==> config.mk <==
export PLATFORM = sky130hd
export DESIGN_NAME = advert_payload_parser
export DESIGN_NICKNAME = d
export VERILOG_FILES = /design/src/hw/rtl/app_pkg.sv /design/src/hw/rtl/advert_payload_parser.sv /design/src/hw/rtl/app_parser.sv /design/src/hw/rtl/app_out_queue.sv
export SDC_FILE = /design/constraint.sdc
export NUM_CORES = 1
export LEC_CHECK = 0
export BUFFER_PORTS_ARGS = -buffer_cell sky130_fd_sc_hd__clkbuf_2
export CAP_MARGIN = 20
export CORE_MARGIN = 4
export CORE_UTILIZATION = 61
export CTS_BUF_LIST = sky130_fd_sc_hd__clkbuf_4 sky130_fd_sc_hd__clkbuf_8
export CTS_CLUSTER_SIZE = 28
export DETAILED_ROUTE_END_ITERATION = 10
export PLACE_DENSITY = 0.79
export SLEW_MARGIN = 5
export SYNTH_ARGS = -nofsm -noshare
export SYNTH_HDL_FRONTEND = slang
export SYNTH_SLANG_ARGS = --single-unit
==> constraint.sdc <==
create_clock -name clk_i -period 13.4 [get_ports clk_i]
set_clock_uncertainty 0.1 [all_clocks]
set_input_delay 3.35 -clock clk_i [delete_from_list [all_inputs] [get_ports clk_i]]
set_output_delay 3.35 -clock clk_i [all_outputs]
set_load 0.03 [all_outputs]
==> src/hw/rtl/app_pkg.sv <==
// Advert payload parser package: transaction types, register indexes and constants.
// Used by app_parser, app_out_queue and advert_payload_parser; depends on nothing.

package app_pkg;

  // Configuration register indexes
  localparam logic [7:0] RegLocMask     = 8'd0;
  localparam logic [7:0] RegFeatOneMask = 8'd1;
  localparam logic [7:0] RegFeatTwoMask = 8'd2;
  localparam logic [7:0] RegNameMask    = 8'd3;

  // Mask reset values
  localparam logic [7:0] LocMaskRst     = 8'h10;
  localparam logic [7:0] FeatOneMaskRst = 8'h20;
  localparam logic [7:0] FeatTwoMaskRst = 8'h40;
  localparam logic [7:0] NameMaskRst    = 8'h80;

  // Advert type sits in the low nibble of the flag byte
  localparam logic [7:0] TypeBits = 8'h0F;

  // Result kinds
  localparam logic KindName    = 1'b0;
  localparam logic KindSummary = 1'b1;

  typedef struct packed {
    logic [7:0] data_byte;
    logic       end_mark;
  } in_item_t;

  typedef struct packed {
    logic               kind;
    logic [7:0]         name_char;
    logic [4:0]         name_index;
    logic               valid_res;
    logic [3:0]         pkt_type;
    logic               has_loc;
    logic signed [31:0] latitude;
    logic signed [31:0] longitude;
    logic [15:0]        feat_one;
    logic [15:0]        feat_two;
    logic [4:0]         name_length;
    logic               has_name;
  } out_item_t;

  typedef struct packed {
    logic [7:0] loc;
    logic [7:0] feat_one;
    logic [7:0] feat_two;
    logic [7:0] name;
  } cfg_masks_t;

  // Everything one input byte produces: an optional name echo and an optional summary
  typedef struct packed {
    logic       has_echo;
    logic [7:0] echo_char;
    logic [4:0] echo_index;
    logic       has_sum;
    out_item_t  sum;
  } q_entry_t;

endpackage

==> src/hw/rtl/advert_payload_parser.sv <==
// Advert payload parser top level: mask registers, byte parser, result queue.
// Depends on app_pkg, app_parser and app_out_queue.
//
//  channel  direction  handshake                payload
//  -------  ---------  -----------------------  -------------------------------
//  in       input      in_valid_i / in_stall_o  in_item_i  (data byte, end mark)
//  out      output     out_valid_o/out_stall_i  out_item_o (echo or summary)
//  cfg      input      cfg_valid_i/cfg_ready_o  cfg_index_i, cfg_data_i
//
// One byte per cycle unless the queue is full; its results are queued from the next cycle.
// A byte that both echoes a name byte and ends the packet gives two output
// transactions and holds its queue entry until both are taken; the two-entry
// queue sets the sustained rate: one byte per cycle while each byte gives at most one result.
// Input stall is high only while the queue is full; it does not look at out_stall_i.
// Reset clears the packet state and queue and loads the default masks; no clearing pass.

module advert_payload_parser #(
  parameter int unsigned NAME_CAP = 32
) (
  input  logic               clk_i,
  input  logic               rst_ni,
  input  logic               in_valid_i,
  output logic               in_stall_o,
  input  app_pkg::in_item_t  in_item_i,
  output logic               out_valid_o,
  input  logic               out_stall_i,
  output app_pkg::out_item_t out_item_o,
  input  logic               cfg_valid_i,
  output logic               cfg_ready_o,
  input  logic [7:0]         cfg_index_i,
  input  logic [7:0]         cfg_data_i
);
  import app_pkg::*;

  cfg_masks_t masks_q;
  q_entry_t   entry;
  logic       accept, push, full;

  // configuration: always ready, writes beyond the register list are dropped
  assign cfg_ready_o = 1'b1;

  always_ff @(posedge clk_i or negedge rst_ni) begin
    if (!rst_ni) begin
      masks_q.loc      <= LocMaskRst;
      masks_q.feat_one <= FeatOneMaskRst;
      masks_q.feat_two <= FeatTwoMaskRst;
      masks_q.name     <= NameMaskRst;
    end else if (cfg_valid_i && cfg_ready_o) begin
      unique case (cfg_index_i)
        RegLocMask:     masks_q.loc      <= cfg_data_i;
        RegFeatOneMask: masks_q.feat_one <= cfg_data_i;
        RegFeatTwoMask: masks_q.feat_two <= cfg_data_i;
        RegNameMask:    masks_q.name     <= cfg_data_i;
        default: ;
      endcase
    end
  end

  assign in_stall_o = full;
  assign accept     = in_valid_i && !in_stall_o;

  // byte parser: field assembly and packet state
  app_parser #(
    .NAME_CAP(NAME_CAP)
  ) u_parser (
    .clk_i    (clk_i),
    .rst_ni   (rst_ni),
    .accept_i (accept),
    .item_i   (in_item_i),
    .masks_i  (masks_q),
    .push_o   (push),
    .entry_o  (entry)
  );

  // result queue decouples output stalls from byte intake
  app_out_queue u_out_queue (
    .clk_i       (clk_i),
    .rst_ni      (rst_ni),
    .push_i      (push),
    .entry_i     (entry),
    .full_o      (full),
    .out_valid_o (out_valid_o),
    .out_stall_i (out_stall_i),
    .out_item_o  (out_item_o)
  );

endmodule

==> src/hw/rtl/app_parser.sv <==
// Packet state registers and per-byte field assembly of the advert parser.
// Depends on app_pkg.

module app_parser #(
  parameter int unsigned NAME_CAP = 32
) (
  input  logic              clk_i,
  input  logic              rst_ni,
  input  logic              accept_i,
  input  app_pkg::in_item_t item_i,
  input  app_pkg::cfg_masks_t masks_i,
  output logic              push_o,
  output app_pkg::q_entry_t entry_o
);
  import app_pkg::*;

  localparam logic [8:0] NameCap   = 9'(NAME_CAP);
  localparam logic [8:0] NameCapM1 = 9'(NAME_CAP - 1);

  logic [7:0]  flag_q, flag_d, pos_q, pos_d, ncount_q, ncount_d;
  logic [31:0] lat_q, lat_d, lon_q, lon_d;
  logic [15:0] f1_q, f1_d, f2_q, f2_d;
  logic [2:0]  done_q, done_d;
  logic        first_nz_q, first_nz_d, ovf_q, ovf_d;

  logic        start;
  logic [7:0]  flag_cur, b, s1, s2, sn, pm1;
  logic        loc, f1, f2, nm;
  logic        loc_ok, f1_ok, f2_ok, groups, name_ok, valid, name_acc;
  logic [1:0]  lane4;
  logic        lane2;

  always_comb begin
    b        = item_i.data_byte;
    start    = !ovf_q && (pos_q == 8'd0);
    flag_cur = start ? b : flag_q;
    loc      = |(flag_cur & masks_i.loc);
    f1       = |(flag_cur & masks_i.feat_one);
    f2       = |(flag_cur & masks_i.feat_two);
    nm       = |(flag_cur & masks_i.name);

    s1    = 8'd1 + (loc ? 8'd8 : 8'd0);
    s2    = s1 + (f1 ? 8'd2 : 8'd0);
    sn    = s2 + (f2 ? 8'd2 : 8'd0);
    pm1   = pos_q - 8'd1;
    lane4 = pm1[1:0];
    lane2 = 1'b0;

    flag_d     = flag_q;
    pos_d      = pos_q;
    ncount_d   = ncount_q;
    lat_d      = lat_q;
    lon_d      = lon_q;
    f1_d       = f1_q;
    f2_d       = f2_q;
    done_d     = done_q;
    first_nz_d = first_nz_q;
    ovf_d      = ovf_q;
    entry_o    = '0;

    if (ovf_q || pos_q == 8'hFF) begin
      ovf_d = 1'b1;
    end else if (pos_q == 8'd0) begin
      flag_d     = b;
      pos_d      = 8'd1;
      ncount_d   = '0;
      lat_d      = '0;
      lon_d      = '0;
      f1_d       = '0;
      f2_d       = '0;
      done_d     = '0;
      first_nz_d = 1'b0;
    end else begin
      if (loc && pos_q <= 8'd4) begin
        lat_d[{lane4, 3'b000} +: 8] = lat_q[{lane4, 3'b000} +: 8] | b;
      end else if (loc && pos_q >= 8'd5 && pos_q <= 8'd8) begin
        lon_d[{lane4, 3'b000} +: 8] = lon_q[{lane4, 3'b000} +: 8] | b;
        if (pos_q == 8'd8) done_d[0] = 1'b1;
      end else if (f1 && pos_q >= s1 && pos_q < s1 + 8'd2) begin
        lane2 = pos_q[0] ^ s1[0];
        f1_d[{lane2, 3'b000} +: 8] = f1_q[{lane2, 3'b000} +: 8] | b;
        if (lane2) done_d[1] = 1'b1;
      end else if (f2 && pos_q >= s2 && pos_q < s2 + 8'd2) begin
        lane2 = pos_q[0] ^ s2[0];
        f2_d[{lane2, 3'b000} +: 8] = f2_q[{lane2, 3'b000} +: 8] | b;
        if (lane2) done_d[2] = 1'b1;
      end else if (nm && pos_q >= sn) begin
        if ({1'b0, ncount_q} < NameCapM1) begin
          entry_o.has_echo   = 1'b1;
          entry_o.echo_char  = b;
          entry_o.echo_index = ncount_q[4:0];
        end
        if (ncount_q == 8'd0) first_nz_d = (b != 8'd0);
        if (ncount_q != 8'hFF) ncount_d = ncount_q + 8'd1;
      end
      pos_d = pos_q + 8'd1;
    end

    // end-of-packet summary, built from the state this byte leaves
    loc_ok   = loc && done_d[0];
    f1_ok    = f1 && done_d[1];
    f2_ok    = f2 && done_d[2];
    groups   = (!loc || loc_ok) && (!f1 || f1_ok) && (!f2 || f2_ok);
    name_ok  = !nm || ({1'b0, ncount_d} < NameCap);
    valid    = !ovf_d && groups && name_ok;
    name_acc = valid && nm;

    if (item_i.end_mark) begin
      entry_o.has_sum         = 1'b1;
      entry_o.sum.kind        = KindSummary;
      entry_o.sum.valid_res   = valid;
      entry_o.sum.pkt_type    = 4'(flag_d & TypeBits);
      entry_o.sum.has_loc     = loc;
      entry_o.sum.latitude    = loc_ok ? lat_d : '0;
      entry_o.sum.longitude   = loc_ok ? lon_d : '0;
      entry_o.sum.feat_one    = f1_ok ? f1_d : '0;
      entry_o.sum.feat_two    = f2_ok ? f2_d : '0;
      entry_o.sum.name_length = name_acc ? ncount_d[4:0] : '0;
      entry_o.sum.has_name    = name_acc && (ncount_d != 8'd0) && first_nz_d;

      flag_d     = '0;
      pos_d      = '0;
      ncount_d   = '0;
      lat_d      = '0;
      lon_d      = '0;
      f1_d       = '0;
      f2_d       = '0;
      done_d     = '0;
      first_nz_d = 1'b0;
      ovf_d      = 1'b0;
    end

    push_o = accept_i && (entry_o.has_echo || entry_o.has_sum);
  end

  always_ff @(posedge clk_i or negedge rst_ni) begin
    if (!rst_ni) begin
      flag_q     <= '0;
      pos_q      <= '0;
      ncount_q   <= '0;
      lat_q      <= '0;
      lon_q      <= '0;
      f1_q       <= '0;
      f2_q       <= '0;
      done_q     <= '0;
      first_nz_q <= 1'b0;
      ovf_q      <= 1'b0;
    end else if (accept_i) begin
      flag_q     <= flag_d;
      pos_q      <= pos_d;
      ncount_q   <= ncount_d;
      lat_q      <= lat_d;
      lon_q      <= lon_d;
      f1_q       <= f1_d;
      f2_q       <= f2_d;
      done_q     <= done_d;
      first_nz_q <= first_nz_d;
      ovf_q      <= ovf_d;
    end
  end

  // overflow only ever starts from a saturated position
  assert property (@(posedge clk_i) disable iff (!rst_ni)
    $rose(ovf_q) |-> $past(pos_q) == 8'hFF)
    else $error("overflow set below saturated position");

  // overflow is only ever held while the position stays saturated
  assert property (@(posedge clk_i) disable iff (!rst_ni)
    ovf_q |-> pos_q == 8'hFF)
    else $error("overflow with unsaturated position");

  // summary always clears the packet state
  assert property (@(posedge clk_i) disable iff (!rst_ni)
    (accept_i && item_i.end_mark) |=> (pos_q == 8'd0 && !ovf_q && done_q == 3'd0))
    else $error("packet state not cleared after summary");

endmodule

==> src/hw/rtl/app_out_queue.sv <==
// Two-entry result queue; each entry yields a name echo and/or a summary transaction.
// Depends on app_pkg.

module app_out_queue (
  input  logic               clk_i,
  input  logic               rst_ni,
  input  logic               push_i,
  input  app_pkg::q_entry_t  entry_i,
  output logic               full_o,
  output logic               out_valid_o,
  input  logic               out_stall_i,
  output app_pkg::out_item_t out_item_o
);
  import app_pkg::*;

  localparam int unsigned Depth = 2;
  localparam int unsigned PtrW  = $clog2(Depth);
  localparam int unsigned CntW  = $clog2(Depth + 1);

  q_entry_t          mem_q [Depth];
  logic [PtrW-1:0]   wr_ptr_q, rd_ptr_q;
  logic [CntW-1:0]   count_q;
  logic              echo_done_q;

  q_entry_t head;
  logic     show_echo, take, last_sub, pop;

  always_comb begin
    head        = mem_q[rd_ptr_q];
    out_valid_o = (count_q != '0);
    full_o      = (count_q == CntW'(Depth));
    show_echo   = head.has_echo && !echo_done_q;
    take        = out_valid_o && !out_stall_i;
    last_sub    = !(show_echo && head.has_sum);
    pop         = take && last_sub;
    if (show_echo) begin
      out_item_o            = '0;
      out_item_o.kind       = KindName;
      out_item_o.name_char  = head.echo_char;
      out_item_o.name_index = head.echo_index;
    end else begin
      out_item_o = head.sum;
    end
  end

  always_ff @(posedge clk_i) begin
    if (push_i) begin
      mem_q[wr_ptr_q] <= entry_i;
    end
  end

  always_ff @(posedge clk_i or negedge rst_ni) begin
    if (!rst_ni) begin
      wr_ptr_q    <= '0;
      rd_ptr_q    <= '0;
      count_q     <= '0;
      echo_done_q <= 1'b0;
    end else begin
      if (push_i) wr_ptr_q <= wr_ptr_q + PtrW'(1);
      if (pop) rd_ptr_q <= rd_ptr_q + PtrW'(1);
      if (push_i && !pop) begin
        count_q <= count_q + CntW'(1);
      end else if (!push_i && pop) begin
        count_q <= count_q - CntW'(1);
      end
      if (take) echo_done_q <= !last_sub;
    end
  end

  assert property (@(posedge clk_i) disable iff (!rst_ni)
    push_i |-> !full_o)
    else $error("push into full result queue");

  assert property (@(posedge clk_i) disable iff (!rst_ni)
    push_i |-> (entry_i.has_echo || entry_i.has_sum))
    else $error("empty entry pushed");

  assert property (@(posedge clk_i) disable iff (!rst_ni)
    echo_done_q |-> (out_valid_o && head.has_echo && head.has_sum))
    else $error("echo marked sent without a pending summary");

  assert property (@(posedge clk_i) disable iff (!rst_ni)
    count_q <= CntW'(Depth))
    else $error("result queue count out of range");

endmodule

Yosys cells after proc, flatten, opt, wreduce, memory -nomap -nowiden
Memory sizes are Yosys's and may differ from the RTL's.
Cells that the tools add are included.
{"block": "word_totals", "reg_bits": 162, "ram_bits": 248, "in_bits": 30, "out_inout_bits": 125, "mem_count": 1}
{"name": "u_out_queue.mem_q", "depth": 2, "width": 124, "read_ports": 1, "rd_ports_with_merged_regs": 0, "write_ports": 1, "line": "app_out_queue.sv:20", "rtl": "q_entry_t mem_q [Depth];"}
{"block": "classes", "n_addsub": 15, "magnitude_cmp": 10, "eq_ne": 8, "shift": 11, "mux": 88, "bitwise": 10, "n_reduce_logical": 63}
{"cell": "32-bit 2-to-1 mux", "count": 11}
{"cell": "16-bit 2-to-1 mux", "count": 15}
{"cell": "8-bit 2-to-1 mux", "count": 16}
{"cell": "122-bit 2-to-1 mux", "count": 1}
{"cell": "14-bit 2-to-1 mux", "count": 8}
{"cell": "108-bit 2-to-1 mux", "count": 1}
{"cell": "32-bit bitwise mux", "count": 2}
{"cell": "32-bit by 6-bit variable part select with 8-bit output", "count": 2}
{"cell": "8-bit by 7-bit variable part select with 32-bit output", "count": 2}
{"cell": "8-bit AND", "count": 4}
{"cell": "16-bit bitwise mux", "count": 2}
{"cell": "8-bit bitwise OR", "count": 4}
{"cell": "8-bit OR reduction", "count": 4}
{"cell": "8-bit by 6-bit variable shift with 16-bit output, first input constant", "count": 2}
{"cell": "8-bit by 7-bit variable shift with 32-bit output, first input constant", "count": 1}
{"cell": "16-bit by 5-bit variable part select with 8-bit output", "count": 2}
{"cell": "8-bit by 6-bit variable part select with 16-bit output", "count": 2}
{"cell": "1-bit logical AND", "count": 27}
{"cell": "8-bit >= comparator", "count": 3}
{"cell": "8-bit zero test", "count": 3}
{"cell": "1-bit 2-to-1 mux", "count": 20}
{"cell": "8-bit by 1-bit adder with 8-bit output, second input constant", "count": 2}
{"cell": "8-bit by 2-bit adder with 8-bit output, second input constant", "count": 2}
{"cell": "8-bit adder", "count": 2}
{"cell": "other kinds (30)", "count": 67}

Logic depth before layout (Yosys ltp)
{"block": "logic_depth", "ltp_word": 27, "mapped_depth": 25, "ltp_nobuf": 21}

Hierarchy
Synthesis repeated with hierarchy kept, for this count alone.
{"block": "hier_totals", "cells_unflattened": 1740, "area_unflattened_um2": 20577.2}
{"mod": "app_out_queue", "instances": 1, "cells_each": 589, "area_per_inst_um2": 10571.4}
{"mod": "app_parser", "instances": 1, "cells_each": 1075, "area_per_inst_um2": 8727.1}
{"mod": "advert_payload_parser", "instances": 1, "cells_each": 76, "area_per_inst_um2": 1278.7}

Worst setup path before layout
OpenSTA, ideal clock, no wires.
{"block": "synth_timing", "path_type": "input to register", "start": "input port in_item_i[4] (netlist bit)", "end": "memory u_out_queue.mem_q[0][0] (netlist bit) (enable)", "setup_ns": 0.607, "arrival_time_ns": 11.041, "required_ns": 12.693, "path_slack_ns": 1.652, "stages": 16, "path_buffers": 1, "cell_sequence": "clkbuf_1 > a22oi_1 > nand4_1 > mux2i_4 > inv_1 > ha_1 > inv_1 > ha_1 > a21o_1 > a21oi_1 > o21ai_0 > o211ai_2 > nor3_4 > and3_1 > o21ai_0 > nor2_1"}
{"block": "synth_between", "elab_chain_len": 20}
{"item": "start, declared", "line": "advert_payload_parser.sv:24", "rtl": "input app_pkg::in_item_t in_item_i,"}
{"item": "8-bit 2-to-1 mux *", "line": "app_parser.sv:36", "rtl": "flag_cur = start ? b : flag_q;"}
{"item": "8-bit AND", "line": "app_parser.sv:37", "rtl": "loc = |(flag_cur & masks_i.loc);"}
{"item": "8-bit OR reduction", "line": "app_parser.sv:37"}
{"item": "4-bit 2-to-1 mux", "line": "app_parser.sv:42", "rtl": "s1 = 8'd1 + (loc ? 8'd8 : 8'd0);"}
{"item": "1-bit by 8-bit adder with 8-bit output", "line": "app_parser.sv:42"}
{"item": "8-bit adder", "line": "app_parser.sv:43", "rtl": "s2 = s1 + (f1 ? 8'd2 : 8'd0);"}
{"item": "8-bit adder", "line": "app_parser.sv:44", "rtl": "sn = s2 + (f2 ? 8'd2 : 8'd0);"}
{"item": "8-bit >= comparator", "line": "app_parser.sv:87", "rtl": "end else if (nm && pos_q >= sn) begin"}
{"item": "[4 not listed]"}
{"item": "14-bit 2-to-1 mux", "line": "app_parser.sv:76", "rtl": "end else if (loc && pos_q >= 8'd5 && pos_q <= 8'd8) begin"}
{"item": "14-bit 2-to-1 mux *", "line": "app_parser.sv:74", "rtl": "if (loc && pos_q <= 8'd4) begin"}
{"item": "14-bit 2-to-1 mux *", "line": "app_parser.sv:63", "rtl": "end else if (pos_q == 8'd0) begin"}
{"item": "14-bit 2-to-1 mux *", "line": "app_parser.sv:61", "rtl": "if (ovf_q || pos_q == 8'hFF) begin"}
{"item": "1-bit logical OR *", "line": "app_parser.sv:133", "rtl": "push_o = accept_i && (entry_o.has_echo || entry_o.has_sum);"}
{"item": "1-bit logical AND *", "line": "app_parser.sv:133"}
{"item": "1-bit 2-to-1 mux *", "line": "app_out_queue.sv:47", "rtl": "if (push_i) begin"}
{"item": "1-bit 2-to-1 mux (implied by the code) *", "line": "app_out_queue.sv:48", "rtl": "mem_q[wr_ptr_q] <= entry_i;"}
{"item": "end, declared", "line": "app_out_queue.sv:20"}
Mark *: on every way between the ends. The rest lies on a longest branch, timed or not.

Worst setup path after layout
{"block": "layout_timing", "start": "input port in_item_i[8] (netlist bit)", "end": "memory u_out_queue.mem_q[1][79] (netlist bit) (enable)"}
{"block": "layout_between", "elab_chain_len": 20}
{"item": "8-bit 2-to-1 mux *", "line": "app_parser.sv:36"}
{"item": "8-bit AND", "line": "app_parser.sv:37"}
{"item": "8-bit OR reduction", "line": "app_parser.sv:37"}
{"item": "4-bit 2-to-1 mux", "line": "app_parser.sv:42"}
{"item": "1-bit by 8-bit adder with 8-bit output", "line": "app_parser.sv:42"}
{"item": "8-bit adder", "line": "app_parser.sv:43"}
{"item": "8-bit adder", "line": "app_parser.sv:44"}
{"item": "8-bit >= comparator", "line": "app_parser.sv:87"}
{"item": "[5 not listed]"}
{"item": "14-bit 2-to-1 mux *", "line": "app_parser.sv:74"}
{"item": "14-bit 2-to-1 mux *", "line": "app_parser.sv:63"}
{"item": "14-bit 2-to-1 mux *", "line": "app_parser.sv:61"}
{"item": "1-bit logical OR *", "line": "app_parser.sv:133"}
{"item": "1-bit logical AND *", "line": "app_parser.sv:133"}
{"item": "via push", "line": "advert_payload_parser.sv:37", "rtl": "logic accept, push, full;"}
{"item": "1-bit 2-to-1 mux *", "line": "app_out_queue.sv:47"}
{"item": "1-bit 2-to-1 mux (implied by the code) *", "line": "app_out_queue.sv:48"}
The timed path passes the listed nets; every way through them passes the cells marked *.

==> qor.yml <==
outcome: "complete, no violations"
final_area_mm2: 0.0213
grt_first_pass_wirelength_um: 73500
synth_fa_ha_area_frac: 0.0118
finalWeightedCongestion: 0.916
power.share.sequential: 0.388
dieArea_mm2: 0.0342
path_max_fanout: 73
hold_viol_final: 0
largest_net_degree_at_the_start_of_global_routing: 90
synth-compound-area-share: 0.109
finalSetupTns_ns: 0
layout_stage_area_growth_over_the_synthesis_result_pct: 11.6
peakVddDrop_mv: 0.113
slowest_delay_ns: 0.85
power.clock.fraction: 0.249
cp_top_family: "simple AND/OR/NAND/NOR gates"
synth_area_per_cell_um2: 11.4
worst-slew-pin-transition_ns: 1.04
cp_data_required_time_ns: 13.52
max-cap-violations: 0
clock_latency_ns: 0.62
power.internal_mw: 2.44
yosys.area_share.simple: 0.137
ctsHtreeMaxLevel: 2
cts.path.max_buffers: 3
ctsResizeCount: 0
detail_route.drc_violations: 0
fp-row-count: 64
initial_standard_cell_utilization_of_the_core: 0.621
cellLeakagePower_nw: 8.54
yosys-mux-area-fraction: 0.108
core_area_mm2: 0.0307
post-place-ws_ns: 4.26
antennaDiodeCount: 0
netlist-cell-type-count: 69
postLayoutCoreUtil: 0.693
post_synth_xor_area_fraction: 0.00504
synth.cell_area_mm2: 0.0191
dp.cells: 2112
crit_arrival_ns: 8.64
wire_per_inst_um: 20.7
worst_setup_path_start_kind: "primary input"
synth-seq-area-share: 0.599
cts_post_setup_buffers_inserted: 0
period_minus_slack_ns: 8.51
synth_enable_flop_cells: 246
power.net_switching_mw: 1.62
number_of_global_route_vias_before_repair: 13800
top_level_ports: 155
postPlaceCellArea_mm2: 0.0201
finalMaxSlewViolations: 0
ys.warnings.count: 0
hold_class: "register to register"
critical_path.endpoint_type: "register"
overflow: 0
crit_path_buffers_inverters: 5
max_freq_mhz: 117
path_cells: "clkbuf_2, a22oi_1, nand4_1, mux2i_4, inv_1, ha_1, inv_1, ha_1, a21o_1, a21oi_1, o21ai_0, o211ai_2, nor3_4, and3_1, o21ai_0, inv_1, and2_4, buf_4"
setup_viol_count_final: 0
main_combinational_cell_family_by_area_after_synthesis: "simple AND/OR/NAND/NOR gates"
post_layout_nonfiller_instances: 2228
detail_route.wirelength_um: 46200
die_h_um: 185
clock_sinks: 408
synth_instances: 1669
cts_tree: "yes"
postSynth.asyncResetShare: 0.397
finalNetCount: 1828
combPwrFrac: 0.363
port_buffers: 153
filler_cell_count: 2268
power_density_mw_per_mm2: 191
number_of_synthesized_register_bits: 408
vias: 13900
cts_hold_bufs: 0
path_clk_slew_ns: 0.06
crit_path_top_delay_cell: "sky130_fd_sc_hd__buf_4"
via_per_inst: 6.26
path_common_cell: "sky130_fd_sc_hd__inv_1"
max_slew_margin: 0.304
grt_setup_unrepaired: "no"
power.share.switching: 0.399
syn_nets: 1717
numCtsBuffers: 61
post_route_cells_drive_above_1_share: 0.202
drt_first_pass_iters: 5
globalRouteTotalUtil: 0.269
cts-root-buf: "sky130_fd_sc_hd__clkbuf_8"
layout_setup_ws_ns: 4.89
ys_dominant_reg_cell: "sky130_fd_sc_hd__edfxtp_1"
drtAntennaViolNets: 0
timing.setup.critical_path_class: "primary input to register"
dp_hpwl_um: 30300
grt_antenna_before_repair: 0
horiz_die_dim_um: 185
min_period_over_period: 0.635
drt_first_iter_violations: 1524
-- cell usage in the layout, fill, tap and decap left out, types with 4 or more instances in the layout --
cell type / count
sky130_fd_sc_hd__nor2_1: 299
sky130_fd_sc_hd__clkinv_1: 15
sky130_fd_sc_hd__nor3_1: 32
sky130_fd_sc_hd__and2_1: 20
sky130_fd_sc_hd__a22oi_1: 94
sky130_fd_sc_hd__xnor2_1: 6
sky130_fd_sc_hd__ha_1: 18
sky130_fd_sc_hd__nor2b_1: 8
sky130_fd_sc_hd__nand3_1: 11
sky130_fd_sc_hd__nand4_1: 14
sky130_fd_sc_hd__a21oi_1: 117
sky130_fd_sc_hd__nor4_1: 17
sky130_fd_sc_hd__clkbuf_8: 65
sky130_fd_sc_hd__dfrtp_1: 157
sky130_fd_sc_hd__and4_1: 4
sky130_fd_sc_hd__edfxtp_1: 246
sky130_fd_sc_hd__clkbuf_4: 30
sky130_fd_sc_hd__xor2_1: 5
sky130_fd_sc_hd__dfstp_2: 4
sky130_fd_sc_hd__inv_1: 14
sky130_fd_sc_hd__or2_2: 19
sky130_fd_sc_hd__and3_1: 6
sky130_fd_sc_hd__clkbuf_2: 152
sky130_fd_sc_hd__mux2i_1: 127
sky130_fd_sc_hd__buf_4: 19
sky130_fd_sc_hd__o21ai_0: 84
sky130_fd_sc_hd__mux4_2: 16
sky130_fd_sc_hd__mux2_2: 33
sky130_fd_sc_hd__nand2_1: 100
sky130_fd_sc_hd__nand2b_1: 7
sky130_fd_sc_hd__or3_1: 6
sky130_fd_sc_hd__a21o_1: 8
sky130_fd_sc_hd__a22o_1: 9
-- kinds of logic (layout without fill, tap and decap cells) --
family          Yosys count  in the layout
simple gates            572            572
buf+inv                 141            304
xor+xnor                 11             11
flops                   408            408
mux                     179            179
compound gates          339            339
fa+ha+maj                18             18
other cells               1              1
-- synth_stat cells, types with 11 or more instances --
cell type / number / share of area
sky130_fd_sc_hd__o21ai_0: 84 / 0.022
sky130_fd_sc_hd__dfrtp_1: 158 / 0.21
sky130_fd_sc_hd__a21oi_1: 117 / 0.031
sky130_fd_sc_hd__mux2i_1: 127 / 0.067
sky130_fd_sc_hd__buf_1: 12 / 0.0024
sky130_fd_sc_hd__or2_2: 19 / 0.0062
sky130_fd_sc_hd__a22oi_1: 94 / 0.037
sky130_fd_sc_hd__ha_1: 18 / 0.012
sky130_fd_sc_hd__nand2_1: 100 / 0.020
sky130_fd_sc_hd__nor3_1: 32 / 0.0084
sky130_fd_sc_hd__inv_1: 14 / 0.0028
sky130_fd_sc_hd__nand4_1: 14 / 0.0046
sky130_fd_sc_hd__clkbuf_1: 104 / 0.020
sky130_fd_sc_hd__mux4_2: 16 / 0.019
sky130_fd_sc_hd__mux2_2: 33 / 0.019
sky130_fd_sc_hd__nor4_1: 18 / 0.0059
sky130_fd_sc_hd__nand3_1: 11 / 0.0029
sky130_fd_sc_hd__edfxtp_1: 246 / 0.39
sky130_fd_sc_hd__and2_1: 21 / 0.0069
sky130_fd_sc_hd__nor2_1: 302 / 0.059
-- stage by stage --
step	power, mW	hold WS [ns]
final	4.06	0.394
after global routing	4.26	0.406
after CTS	4.07	0.396
after detailed placement	3.07	0.381
after global placement	3.05	0.367
after floorplan	2.67	0.350
-- power by group through the flow --
stage	logic, mW	clock network (mW)	registers, mW
3_5_place_dp	1.47	0	1.60
3_3_place_gp	1.46	0	1.59
4_1_cts	1.48	1.02	1.57
6_report	1.48	1.01	1.58
2_1_floorplan	1.11	0	1.55
5_1_grt	1.58	1.09	1.59
-- sequential cells by signal, summed over array words and instances (netlist names) --
register                 count
u_parser.lat_q              32
u_out_queue.echo_done_q      1
u_parser.f1_q               16
u_out_queue.rd_ptr_q         1
u_out_queue.wr_ptr_q         1
u_out_queue.mem_q          246
u_out_queue.count_q          2
masks_q                     32
u_parser.ncount_q            8
u_parser.flag_q              8
u_parser.lon_q              32
u_parser.first_nz_q          1
u_parser.ovf_q               1
u_parser.done_q              3
u_parser.f2_q               16
u_parser.pos_q               8
-- tightest hold or removal path: cells and delay by family, from the launching register on --
family | cells | cell delay (ns)
AND/OR/NAND/NOR | 1 | 0.05
flip-flops | 1 | 0.35
AO/OA/AOI/OAI | 1 | 0.06
-- per-layer routing --
| layer | global-route usage | vias up | part of all wire |
|---|---|---|---|
| met5 | 0 | - | 0 |
| met4 | 0.0878 | 0 | 0.026 |
| met3 | 0.0448 | 97 | 0.084 |
| met2 | 0.423 | 691 | 0.47 |
| met1 | 0.388 | 6862 | 0.42 |
| li1 | - | 6297 | - |
-- layout make-up --
cell class                 instances  area [µm²]  area share
tap                              396         495      0.0232
clock inverter                    20         119     0.00558
multi-input combinational       1120        7150       0.336
sequential                       408       11400       0.537
timing repair buffer             173         920      0.0431
clock buffer                      95        1120      0.0525
inverter                          16        60.1     0.00282
-- path summary, 6_finish.rpt --
path	start	end	slack (ns)	depth (start not counted)
max in group asynchronous	rst_ni	u_parser.ncount_q[0]	8.99	2
min in group asynchronous	rst_ni	u_parser.lat_q[9]	2.73	1
setup / recovery	in_item_i[8]	u_out_queue.mem_q[1][79]	4.89	18
hold reg to reg	u_parser.first_nz_q	u_parser.first_nz_q	0.39	2
setup reg to reg	u_parser.pos_q[1]	u_out_queue.mem_q[1][79]	6.29	19
hold / removal	u_parser.first_nz_q	u_parser.first_nz_q	0.39	2
(Power assumes the default switching activity.)
